### config.mk
export PLATFORM = sky130hd
export DESIGN_NAME = stable_integer_argsort
export DESIGN_NICKNAME = d
export VERILOG_FILES = /design/src/rtl/core/sia_pkg.sv /design/src/rtl/core/sia_ram.sv /design/src/rtl/core/sia_dp.sv /design/src/rtl/core/sia_ctrl.sv /design/src/rtl/core/stable_integer_argsort.sv
export SDC_FILE = /design/constraint.sdc
export NUM_CORES = 2
export LEC_CHECK = 0
export BUFFER_PORTS_ARGS = -buffer_cell sky130_fd_sc_hd__buf_4
export CAP_MARGIN = 20
export CORE_ASPECT_RATIO = 0.6
export CORE_MARGIN = 3
export CORE_UTILIZATION = 39
export DETAILED_ROUTE_END_ITERATION = 6
export PLACE_DENSITY = 0.57
export REMOVE_ABC_BUFFERS = 1
export SLEW_MARGIN = 20
export SYNTH_ARGS = -nofsm -noshare
export SYNTH_HDL_FRONTEND = slang
export SYNTH_HIERARCHICAL = 1
export SYNTH_SLANG_ARGS = --single-unit
### constraint.sdc
create_clock -name clk_i -period 5.4 [get_ports clk_i]
set_clock_uncertainty 0.2 [all_clocks]
set_input_delay 0.81 -clock clk_i [delete_from_list [all_inputs] [get_ports clk_i]]
set_output_delay 0.81 -clock clk_i [all_outputs]
set_load 0.02 [all_outputs]
### src/rtl/core/sia_pkg.sv
// ----------------------------------------------------------------------------
// sia_pkg
// Shared types and constants of the stable integer argsort block.
// ----------------------------------------------------------------------------
package sia_pkg;

  localparam int MAX_ITEMS_DEF = 64;
  localparam int KEY_W         = 32;
  localparam int INDEX_W       = 6;
  localparam int APB_AW        = 3;
  localparam int APB_DW        = 32;

  // Register index, taken from paddr[APB_AW-1] (byte address 4*i).
  localparam logic REG_DESCENDING = 1'b0;

  // Commands from the controller to the datapath.
  typedef struct packed {
    logic store;       // write the accepted key, or note a drop
    logic rd_sel_i;    // key memory read address: 1 = outer index, 0 = scan index
    logic j_clr;
    logic j_inc;
    logic rank_clr;
    logic latch_key;
    logic cmp_en;
    logic idx_wr;
    logic i_inc;
    logic out_load;
    logic out_clear;
    logic k_inc;
    logic list_done;
  } cmd_t;

  // Status from the datapath to the controller.
  typedef struct packed {
    logic cmp_last;
    logic i_last;
    logic k_last;
  } status_t;

endpackage

### src/rtl/core/sia_ram.sv
// ----------------------------------------------------------------------------
// sia_ram
// Generic single-write, single-read RAM with registered read data.
// ----------------------------------------------------------------------------
module sia_ram #(
  parameter int WIDTH = 32,
  parameter int DEPTH = 64
) (
  input  logic                     clk_i,
  input  logic                     we_i,
  input  logic [$clog2(DEPTH)-1:0] waddr_i,
  input  logic [WIDTH-1:0]         wdata_i,
  input  logic [$clog2(DEPTH)-1:0] raddr_i,
  output logic [WIDTH-1:0]         rdata_o
);

  logic [WIDTH-1:0] mem_q [DEPTH];
  logic [WIDTH-1:0] rdata_q;

  always_ff @(posedge clk_i) begin
    if (we_i) begin
      mem_q[waddr_i] <= wdata_i;
    end
    rdata_q <= mem_q[raddr_i];
  end

  assign rdata_o = rdata_q;

endmodule

### src/rtl/core/sia_dp.sv
// ----------------------------------------------------------------------------
// sia_dp
// Datapath: key and rank memories, counters, comparator and output register.
// ----------------------------------------------------------------------------
module sia_dp import sia_pkg::*; #(
  parameter int MAX_ITEMS = MAX_ITEMS_DEF
) (
  input  logic               clk_i,
  input  logic               rst_ni,
  input  cmd_t               cmd_i,
  output status_t            status_o,
  input  logic [KEY_W-1:0]   value_i,
  input  logic               descending_i,
  output logic               out_valid_o,
  output logic [INDEX_W-1:0] index_o,
  output logic               last_out_o,
  output logic               overflow_o
);

  localparam int AW = $clog2(MAX_ITEMS);
  localparam int CW = $clog2(MAX_ITEMS + 1);
  localparam logic [CW-1:0] MAX_CNT = CW'(MAX_ITEMS);

  logic [CW-1:0]      cnt_q, cnt_d;
  logic               drop_q, drop_d;
  logic [AW-1:0]      i_q, i_d;
  logic [CW-1:0]      j_q, j_d;
  logic [AW-1:0]      k_q, k_d;
  logic [AW-1:0]      rank_q, rank_d;
  logic [KEY_W-1:0]   keyi_q;
  logic               out_valid_q, out_valid_d;
  logic [INDEX_W-1:0] out_idx_q;
  logic               out_last_q;
  logic               out_ovf_q;

  logic               key_we;
  logic [AW-1:0]      key_raddr;
  logic [KEY_W-1:0]   key_rdata;
  logic [AW-1:0]      idx_rdata;

  logic signed [KEY_W-1:0] kj, ki;
  logic               strictly_before, equal_keys, arrived_earlier;
  logic [CW-1:0]      j_m1;
  logic [CW-1:0]      cnt_m1;

  assign key_we    = cmd_i.store && (cnt_q < MAX_CNT);
  assign key_raddr = cmd_i.rd_sel_i ? i_q : j_q[AW-1:0];

  sia_ram #(
    .WIDTH (KEY_W),
    .DEPTH (MAX_ITEMS)
  ) u_key_ram (
    .clk_i   (clk_i),
    .we_i    (key_we),
    .waddr_i (cnt_q[AW-1:0]),
    .wdata_i (value_i),
    .raddr_i (key_raddr),
    .rdata_o (key_rdata)
  );

  // The rank memory maps each sorted position to the arrival index.
  sia_ram #(
    .WIDTH (AW),
    .DEPTH (MAX_ITEMS)
  ) u_idx_ram (
    .clk_i   (clk_i),
    .we_i    (cmd_i.idx_wr),
    .waddr_i (rank_q),
    .wdata_i (i_q),
    .raddr_i (k_q),
    .rdata_o (idx_rdata)
  );

  // The key read in the previous cycle belongs to scan position j - 1.
  assign kj              = signed'(key_rdata);
  assign ki              = signed'(keyi_q);
  assign j_m1            = j_q - 1'b1;
  assign strictly_before = descending_i ? (kj > ki) : (kj < ki);
  assign equal_keys      = (key_rdata == keyi_q);
  assign arrived_earlier = (j_m1 < CW'(i_q));
  assign cnt_m1          = cnt_q - 1'b1;

  assign status_o.cmp_last = (j_q == cnt_q);
  assign status_o.i_last   = (CW'(i_q) == cnt_m1);
  assign status_o.k_last   = (CW'(k_q) == cnt_m1);

  always_comb begin
    cnt_d       = cnt_q;
    drop_d      = drop_q;
    i_d         = i_q;
    j_d         = j_q;
    k_d         = k_q;
    rank_d      = rank_q;
    out_valid_d = out_valid_q;
    if (cmd_i.store) begin
      if (cnt_q < MAX_CNT) begin
        cnt_d = cnt_q + 1'b1;
      end else begin
        drop_d = 1'b1;
      end
    end
    if (cmd_i.j_clr) begin
      j_d = '0;
    end else if (cmd_i.j_inc) begin
      j_d = j_q + 1'b1;
    end
    if (cmd_i.rank_clr) begin
      rank_d = '0;
    end else if (cmd_i.cmp_en && (strictly_before || (equal_keys && arrived_earlier))) begin
      rank_d = rank_q + 1'b1;
    end
    if (cmd_i.i_inc) begin
      i_d = i_q + 1'b1;
    end
    if (cmd_i.k_inc) begin
      k_d = k_q + 1'b1;
    end
    if (cmd_i.out_load) begin
      out_valid_d = 1'b1;
    end else if (cmd_i.out_clear) begin
      out_valid_d = 1'b0;
    end
    if (cmd_i.list_done) begin
      cnt_d  = '0;
      drop_d = 1'b0;
      i_d    = '0;
      k_d    = '0;
    end
  end

  always_ff @(posedge clk_i or negedge rst_ni) begin
    if (!rst_ni) begin
      cnt_q       <= '0;
      drop_q      <= 1'b0;
      i_q         <= '0;
      j_q         <= '0;
      k_q         <= '0;
      rank_q      <= '0;
      out_valid_q <= 1'b0;
    end else begin
      cnt_q       <= cnt_d;
      drop_q      <= drop_d;
      i_q         <= i_d;
      j_q         <= j_d;
      k_q         <= k_d;
      rank_q      <= rank_d;
      out_valid_q <= out_valid_d;
    end
  end

  always_ff @(posedge clk_i) begin
    if (cmd_i.latch_key) begin
      keyi_q <= key_rdata;
    end
    if (cmd_i.out_load) begin
      out_idx_q  <= INDEX_W'(idx_rdata);
      out_last_q <= status_o.k_last;
      out_ovf_q  <= drop_q;
    end
  end

  assign out_valid_o = out_valid_q;
  assign index_o     = out_idx_q;
  assign last_out_o  = out_last_q;
  assign overflow_o  = out_ovf_q;

endmodule

### src/rtl/core/sia_ctrl.sv
// ----------------------------------------------------------------------------
// sia_ctrl
// Controller: collects keys, sequences the rank scan and the output run.
// ----------------------------------------------------------------------------
module sia_ctrl import sia_pkg::*; (
  input  logic    clk_i,
  input  logic    rst_ni,
  input  logic    in_valid_i,
  input  logic    last_in_i,
  input  logic    out_stall_i,
  input  status_t status_i,
  output logic    in_stall_o,
  output cmd_t    cmd_o
);

  localparam logic [2:0] S_IDLE  = 3'd0;
  localparam logic [2:0] S_LOADI = 3'd1;
  localparam logic [2:0] S_LATCH = 3'd2;
  localparam logic [2:0] S_SCAN  = 3'd3;
  localparam logic [2:0] S_WRITE = 3'd4;
  localparam logic [2:0] S_ORD   = 3'd5;
  localparam logic [2:0] S_OLAT  = 3'd6;
  localparam logic [2:0] S_OWAIT = 3'd7;

  logic [2:0] state_q, state_d;
  logic       accept;

  assign in_stall_o = (state_q != S_IDLE);
  assign accept     = in_valid_i && (state_q == S_IDLE);

  always_comb begin
    state_d = state_q;
    cmd_o   = '0;
    unique case (state_q)
      S_IDLE: begin
        cmd_o.store = accept;
        if (accept && last_in_i) begin
          state_d = S_LOADI;
        end
      end
      S_LOADI: begin
        cmd_o.rd_sel_i = 1'b1;
        cmd_o.j_clr    = 1'b1;
        cmd_o.rank_clr = 1'b1;
        state_d        = S_LATCH;
      end
      S_LATCH: begin
        cmd_o.latch_key = 1'b1;
        cmd_o.j_inc     = 1'b1;
        state_d         = S_SCAN;
      end
      S_SCAN: begin
        cmd_o.cmp_en = 1'b1;
        cmd_o.j_inc  = 1'b1;
        if (status_i.cmp_last) begin
          state_d = S_WRITE;
        end
      end
      S_WRITE: begin
        cmd_o.idx_wr = 1'b1;
        cmd_o.i_inc  = 1'b1;
        state_d      = status_i.i_last ? S_ORD : S_LOADI;
      end
      S_ORD: begin
        state_d = S_OLAT;
      end
      S_OLAT: begin
        cmd_o.out_load = 1'b1;
        state_d        = S_OWAIT;
      end
      S_OWAIT: begin
        if (!out_stall_i) begin
          cmd_o.out_clear = 1'b1;
          cmd_o.k_inc     = 1'b1;
          if (status_i.k_last) begin
            cmd_o.list_done = 1'b1;
            state_d         = S_IDLE;
          end else begin
            state_d = S_ORD;
          end
        end
      end
      default: begin
        state_d = S_IDLE;
      end
    endcase
  end

  always_ff @(posedge clk_i or negedge rst_ni) begin
    if (!rst_ni) begin
      state_q <= S_IDLE;
    end else begin
      state_q <= state_d;
    end
  end

endmodule

### src/rtl/core/stable_integer_argsort.sv
// ----------------------------------------------------------------------------
// stable_integer_argsort
// Collects a list of signed keys and returns their arrival indices in stable
// sorted order, ascending or descending.
//
//   channel  direction  handshake                 payload
//   in       input      in_valid_i / in_stall_o   value_i, last_in_i
//   out      output     out_valid_o / out_stall_i index_o, last_out_o, overflow_o
//   cfg      APB        psel/penable/pwrite/pready paddr, pwdata, prdata
//
// After the last key the block ranks each of the n stored keys against all
// others through the single read port of the key memory. Each result is then
// read from the rank memory, loaded into the output register and held while
// out_stall_i is high. No input is taken during ranking and output. Reset
// clears control state only; the memories need no clearing.
// ----------------------------------------------------------------------------
module stable_integer_argsort import sia_pkg::*; #(
  parameter int MAX_ITEMS = MAX_ITEMS_DEF
) (
  input  logic               clk_i,
  input  logic               rst_ni,
  input  logic               in_valid_i,
  output logic               in_stall_o,
  input  logic [KEY_W-1:0]   value_i,
  input  logic               last_in_i,
  output logic               out_valid_o,
  input  logic               out_stall_i,
  output logic [INDEX_W-1:0] index_o,
  output logic               last_out_o,
  output logic               overflow_o,
  input  logic               psel,
  input  logic               penable,
  input  logic               pwrite,
  input  logic [APB_AW-1:0]  paddr,
  input  logic [APB_DW-1:0]  pwdata,
  output logic [APB_DW-1:0]  prdata,
  output logic               pready
);

  cmd_t    cmd;
  status_t status;
  logic    descending_q;

  assign pready = 1'b1;
  assign prdata = (paddr[APB_AW-1] == REG_DESCENDING) ?
                  {{(APB_DW-1){1'b0}}, descending_q} : '0;

  always_ff @(posedge clk_i or negedge rst_ni) begin
    if (!rst_ni) begin
      descending_q <= 1'b0;
    end else if (psel && penable && pwrite && pready &&
                 (paddr[APB_AW-1] == REG_DESCENDING)) begin
      descending_q <= pwdata[0];
    end
  end

  sia_ctrl u_ctrl (
    .clk_i       (clk_i),
    .rst_ni      (rst_ni),
    .in_valid_i  (in_valid_i),
    .last_in_i   (last_in_i),
    .out_stall_i (out_stall_i),
    .status_i    (status),
    .in_stall_o  (in_stall_o),
    .cmd_o       (cmd)
  );

  sia_dp #(
    .MAX_ITEMS (MAX_ITEMS)
  ) u_dp (
    .clk_i        (clk_i),
    .rst_ni       (rst_ni),
    .cmd_i        (cmd),
    .status_o     (status),
    .value_i      (value_i),
    .descending_i (descending_q),
    .out_valid_o  (out_valid_o),
    .index_o      (index_o),
    .last_out_o   (last_out_o),
    .overflow_o   (overflow_o)
  );

  // Results are only shown while input is held off.
  assert property (@(posedge clk_i) disable iff (!rst_ni)
    out_valid_o |-> in_stall_o)
    else $error("result shown while input is open");

  // A final item starts the sort and closes the input.
  assert property (@(posedge clk_i) disable iff (!rst_ni)
    (in_valid_i && !in_stall_o && last_in_i) |=> in_stall_o)
    else $error("input still open after final item");

  // Delivering the final result reopens the input.
  assert property (@(posedge clk_i) disable iff (!rst_ni)
    (out_valid_o && !out_stall_i && last_out_o) |=> (!in_stall_o && !out_valid_o))
    else $error("block did not return to idle after the run");

endmodule
# After elaboration in Yosys (flattened, before gate mapping)
# Memories as Yosys holds them, arrays and structs flattened. A register that Yosys moved wholly into a read port is not among the register bits.
# Cells that the tools add are included.
# totals
reg_bits,78
ramBits,2432
in_bits,75
output_inout_bits,43
wordCells,104
memories,2
# memory_table
name,words,width,read_ports,rd_clocked_by_memory_dff,write_ports,line,rtl
u_dp.u_key_ram.mem_q,64,32,1,1,1,sia_ram.sv:17,logic [WIDTH-1:0] mem_q [DEPTH];
u_dp.u_idx_ram.mem_q,64,6,1,1,1,sia_ram.sv:17,
# op_classes
add_sub_neg,7
n_lt_le_gt_ge,4
n_eq_ne,15
n_mux,40
bitwise,1
reduce_logical,22
# ops
operator,count
two-way mux 6 bit,7
two-way mux 7 bit,5
== test 32 bit,1
greater-than comparator 32 bit,1
< comparator 32 bit,1
case mux 3 bit (8 select lines),1
two-way mux 3 bit,7
adder 6 x 1 -> 6 bit (second input constant),3
two-way mux 1 bit,18
adder 7 x 1 -> 7 bit (second input constant),2
== test 6 x 7 -> 1 bit,2
nonzero test 2 bit,7
subtractor 7 x 1 -> 7 bit (second input constant),2
== test 3 bit (second input constant),4
logical AND 1 bit,8
!= test 2 bit (second input constant),4
== test 7 bit,1
< comparator 7 x 6 -> 1 bit,1
< comparator 7 bit (second input constant),1
== test 3 x 2 -> 1 bit (second input constant),2
two-way mux 2 bit,2
AND reduction 2 bit,2
== test 3 x 1 -> 1 bit (second input constant),1
zero test 3 bit,1
5 further kinds,5

# Logic depth before layout (Yosys ltp)
# depth
depth_word,7
ltp_mapped,16
depth_no_buf,11

# By module
# The synthesis kept the hierarchy.
# modules_own_cells
module,instances,cells_each,area_each_um2,seq_area_each_um2
sia_ram (u_dp.u_key_ram),1,3324,78515.3,62139.6
sia_ram (u_dp.u_idx_ram),1,720,15225.9,11651.2
sia_dp,1,394,4282.9,2052.0
stable_integer_argsort,1,38,301.5,25.0
sia_ctrl,1,35,272.8,75.1

# Worst setup path after synthesis
# No wires, ideal clock.
# synth_path
path_kind,register to register
from,register u_ctrl.state_q[2]
to,"memory u_dp.u_key_ram.mem_q[48][0], enable pin"
setup_ns,0.461
t_arrival_ns,4.022
t_required_ns,4.739
setup_slack_ns,0.717
stages_incl_launch_ff,9
n_path_buf,2
synth_period_minus_slack_ns,4.683
path_cell_list,dfrtp_1 > buf_4 > or3_4 > nor2_2 > nor2b_1 > clkbuf_1 > nor2b_1 > nand4b_1 > nor3_1
# synth_rtl
element,line,rtl
start: declaration,sia_ctrl.sv:25,"logic [2:0] state_q, state_d;"
start signal: assignment,sia_ctrl.sv:93,state_q <= state_d;
end: declaration,sia_ram.sv:17,

==> reports/results.tsv <==
metric	value	unit
outcome	completed	
detail_route_antenna_nets	0	
cts.reportedPaths.clkPinSlew	70	ps
synth-adder-area-share	0.005584	
final_min_period_over_clock_period	0.8312	
synthSimpleGateAreaFrac	0.02265	
report.power.total	0.05395	W
synth-edff-count	2472	
clock_sink_count	2548	
io_pins	118	
vias_post_dr	47760	
comb_power_share	0.282	
routabilityCongestion	0.7989	
die_w	655.1	µm
finalSetupViolCount	0	
drv_slew	0	
share_seq_of_total_power	0.425	
cts.htree.levels	4	
final_net_count	4868	
netlist_top_cells_area	sky130_fd_sc_hd__edfxtp_1 (75%), sky130_fd_sc_hd__mux4_2 (14%), sky130_fd_sc_hd__mux2i_1 (1.1%)	
placement_rows	142	
fp.dieH	395.5	µm
placed_cells	7830	
timing.fmax	0.2228	GHz
synth_ff_type	sky130_fd_sc_hd__edfxtp_1	
cp.buffers_inverters	1	
crit_type	flip-flop to flip-flop	
drive_above_1_share	0.2687	
async_reset_ff_frac	0.01491	
postCtsSetupRepairBufs	0	
timing.critical_path.to_type	flip-flop	
netSwitchingFraction	0.2951	
net-switching-power	0.01592	W
crit_chain	or3_4 -> nor2_2 -> nor2b_1 -> nand3_1 -> nor2_4 -> buf_4	
ys_seq_area_frac	0.7702	
worstMarginPinSlew	1103	ps
cp_data_arrival_time	4810	ps
synthDominantCellAreaShare	0.7529	
cts_hold_bufs	2	
grt_max_degree	70	
drtIter0Drc	6033	
powerDensity	483.9	nW/µm²
fillcell_total	21020	
synth_cell_types	77	
area_post_placement	104300	µm²
post_synth_xor_area_fraction	0.004086	
whs	110.8	ps
report.final.hold_viol_count	0	
main_combinational_cell_family_by_area_after_synthesis	multiplexers	
synth.ff_latch_count	2548	
crit_path_max_fanout	17	
clk_root_buffer_cell	sky130_fd_sc_hd__clkbuf_16	
floorplan.core_area	250500	µm²
cts_inserted_buffers	226	
post_synth_mux_area_share	0.1587	
via_count_of_the_first_global_routing_pass	46500	
maximum_cell_stage_delay_along_the_critical_path	940	ps
gr_usage_total	0.1913	
total_leakage_power	34.57	nW
critPathLaunchType	flip-flop	
cap_viol_max_count	0	
critical_path.slowest_cell	sky130_fd_sc_hd__nor2_4	
synth_top_area_cell	sky130_fd_sc_hd__edfxtp_1	
initial_core_util	0.3936	
vias_per_cell	5.792	
power.ir.vdd_worst	0.3659	mV
power_report.internal_total	0.03803	W
worst_skew_pair.late_latency	880	ps
setup_repair_after_global_routing_missed_its_margin	no	
postSynthAreaPerCell	21.86	µm²
buffer_ports.inserted	52	
detail_route.drc_violations	0	
critical_path_required	5720	ps
critical-path-top-delay-family	simple AND/OR/NAND/NOR gates	
layout.cell_area.non_filler	111500	µm²
wl_per_cell	30.29	µm
cts_buffer_depth	4	
layout.cells.non_filler	8245	
firstDrtPassIters	6	
compound_gate_fraction_of_synth_area	0.02189	
synthesis.instances	4511	
synth-warning-count	6	
flow.area_growth_from_synthesis	13.08	%
floorplan.die_area	259100	µm²
share_clk_of_total_power	0.293	
synthesis.area	98600	µm²
antenna_violations_before_repair	10	
routed_wl	249800	µm
clock_tree_from_tritoncts	yes	
grt_overflow_total	0	
hold_path_class	input pin to flip-flop	
final_period_minus_worst_setup_slack	4489	ps
worst_slew_margin_rel	0.2649	
cts.repair.resized	0	
place.detailed.hpwl	147800	µm
grt_first_pass_wirelength	353900	µm
==> worst paths after layout <==
path,from,endpoint,slack (ps),cells after the start
worst max-delay path,u_ctrl/state_q[0]$_DFFE_PN0P_,u_dp/u_key_ram/mem_q[33][18]$_DFFE_PP_,910,6
worst min-delay path,paddr[2],descending_q$_DFFE_PN0P_,110,3
worst max register to register,u_ctrl/state_q[0]$_DFFE_PN0P_,u_dp/u_key_ram/mem_q[33][18]$_DFFE_PP_,910,6
worst min register to register,u_dp/u_idx_ram/rdata_o[4]$_DFF_P_,u_dp/index_o[4]$_DFFE_PP_,210,0
max in group asynchronous,rst_ni,u_dp/k_q[1]$_DFFE_PN0P_,4300,2
min in group asynchronous,rst_ni,descending_q$_DFFE_PN0P_,280,2
==> metrics by stage <==
step / utilization / worst slack [ps] / TNS [ps]
after global routing: 0.4450 / 778.1 / 0
after global placement: 0.4164 / 949.5 / 0
final: 0.4451 / 911.4 / 0
after floorplan: - / -68880 / -2065800
after detailed placement: 0.4164 / 881.4 / 0
after CTS: 0.4448 / 891.2 / 0
==> worst register-to-register path, delay by kind of cell (launching register included) <==
family                 cells  cell delay (ps)
DFF                        1              500
buffers and inverters      1              510
and+or+nand+nor            5             2900
==> layer usage <==
metal | vias to the layer above | GRT usage | share of wire
met3 | 281 | 0.04239 | 0.098
met5 | - | 0 | 0.000080
li1 | 19310 | - | -
met1 | 26030 | 0.3201 | 0.48
met2 | 2139 | 0.2541 | 0.41
met4 | 2 | 0.03273 | 0.015
==> placed cells by master (no fill, tap or decap), types with 29 or more instances in the layout <==
cell / n
sky130_fd_sc_hd__clkinv_1: 35
sky130_fd_sc_hd__dfrtp_1: 29
sky130_fd_sc_hd__conb_1: 32
sky130_fd_sc_hd__buf_12: 39
sky130_fd_sc_hd__buf_4: 212
sky130_fd_sc_hd__nand2_1: 56
sky130_fd_sc_hd__mux4_2: 631
sky130_fd_sc_hd__o22ai_1: 96
sky130_fd_sc_hd__dfxtp_1: 38
sky130_fd_sc_hd__inv_1: 46
sky130_fd_sc_hd__nor2_4: 62
sky130_fd_sc_hd__clkinv_2: 46
sky130_fd_sc_hd__a21oi_1: 95
sky130_fd_sc_hd__clkbuf_16: 229
sky130_fd_sc_hd__nor2_1: 174
sky130_fd_sc_hd__o221ai_1: 36
sky130_fd_sc_hd__edfxtp_1: 2472
sky130_fd_sc_hd__mux2i_1: 112
sky130_fd_sc_hd__clkbuf_1: 49
sky130_fd_sc_hd__ha_1: 44
==> power groups by stage <==
stage | sequential, W | combinational, W | clock, W
after floorplan | 0.0235 | 0.00906 | 0
after global placement | 0.0233 | 0.0152 | 0
after detailed placement | 0.0233 | 0.0153 | 0
after CTS | 0.0229 | 0.0153 | 0.0162
after global routing | 0.0229 | 0.0163 | 0.0170
final | 0.0229 | 0.0152 | 0.0158
==> final cells by class <==
type                    instances  area (µm²)  area share
diodes                          6       15.01   0.0001347
clock buffers                 295        6148     0.05515
clock inverters               111       963.4    0.008641
inverters                      46       172.7    0.001549
multi-input cells            1673       21670      0.1944
flip-flops and latches       2548       75960      0.6813
well taps                    3312        4144     0.03717
repair buffers                254        2420     0.02170
==> sequential cells by signal, summed over array words and instances (netlist names), 6 cells and up <==
name                    flops
u_dp/i_q                    6
u_dp/index_o                6
u_dp/k_q                    6
u_dp/rank_q                 6
u_dp/j_q                    7
u_dp/u_key_ram/mem_q     2048
u_dp/keyi_q                32
u_dp/u_idx_ram/mem_q      384
u_dp/cnt_q                  7
u_dp/u_key_ram/rdata_o     32
u_dp/u_idx_ram/rdata_o      6
==> synthesized netlist by cell type, types with 4 or more instances <==
master,n
sky130_fd_sc_hd__o21ai_1,7
sky130_fd_sc_hd__o21ai_0,17
sky130_fd_sc_hd__mux4_2,631
sky130_fd_sc_hd__o22a_1,6
sky130_fd_sc_hd__a311oi_1,8
sky130_fd_sc_hd__clkbuf_1,102
sky130_fd_sc_hd__a21o_1,9
sky130_fd_sc_hd__buf_4,65
sky130_fd_sc_hd__xnor2_1,21
sky130_fd_sc_hd__nor2b_1,26
sky130_fd_sc_hd__nand4_1,23
sky130_fd_sc_hd__a41o_1,4
sky130_fd_sc_hd__a22oi_1,14
sky130_fd_sc_hd__or3b_2,5
sky130_fd_sc_hd__a21oi_1,95
sky130_fd_sc_hd__nor3_1,16
sky130_fd_sc_hd__inv_1,46
sky130_fd_sc_hd__and3_1,4
sky130_fd_sc_hd__o22ai_1,96
sky130_fd_sc_hd__buf_1,21
sky130_fd_sc_hd__ha_1,44
sky130_fd_sc_hd__nor3b_1,5
sky130_fd_sc_hd__dfrtp_1,38
sky130_fd_sc_hd__xor2_1,25
sky130_fd_sc_hd__or3_1,14
sky130_fd_sc_hd__edfxtp_1,2472
sky130_fd_sc_hd__nand2b_1,15
sky130_fd_sc_hd__dfxtp_1,38
sky130_fd_sc_hd__nand3_1,20
sky130_fd_sc_hd__o32ai_1,4
sky130_fd_sc_hd__mux4_1,6
sky130_fd_sc_hd__nand3b_1,11
sky130_fd_sc_hd__nor2_1,236
sky130_fd_sc_hd__mux2_2,13
sky130_fd_sc_hd__buf_6,10
sky130_fd_sc_hd__o221ai_1,36
sky130_fd_sc_hd__a211oi_1,7
sky130_fd_sc_hd__nand2_1,56
sky130_fd_sc_hd__buf_2,73
sky130_fd_sc_hd__a31oi_1,5
sky130_fd_sc_hd__and2_1,4
sky130_fd_sc_hd__mux2i_1,112
sky130_fd_sc_hd__nor4_1,4
==> cells by family after synthesis <==
family / count (synthesis)
flip-flops: 2548
multiplexers: 763
AND/OR/NAND/NOR: 463
AO/OA/AOI/OAI: 325
buffers and inverters: 320
XOR/XNOR: 46
adder cells (fa/ha/maj): 44
other: 2
(Power assumes the default switching activity.)
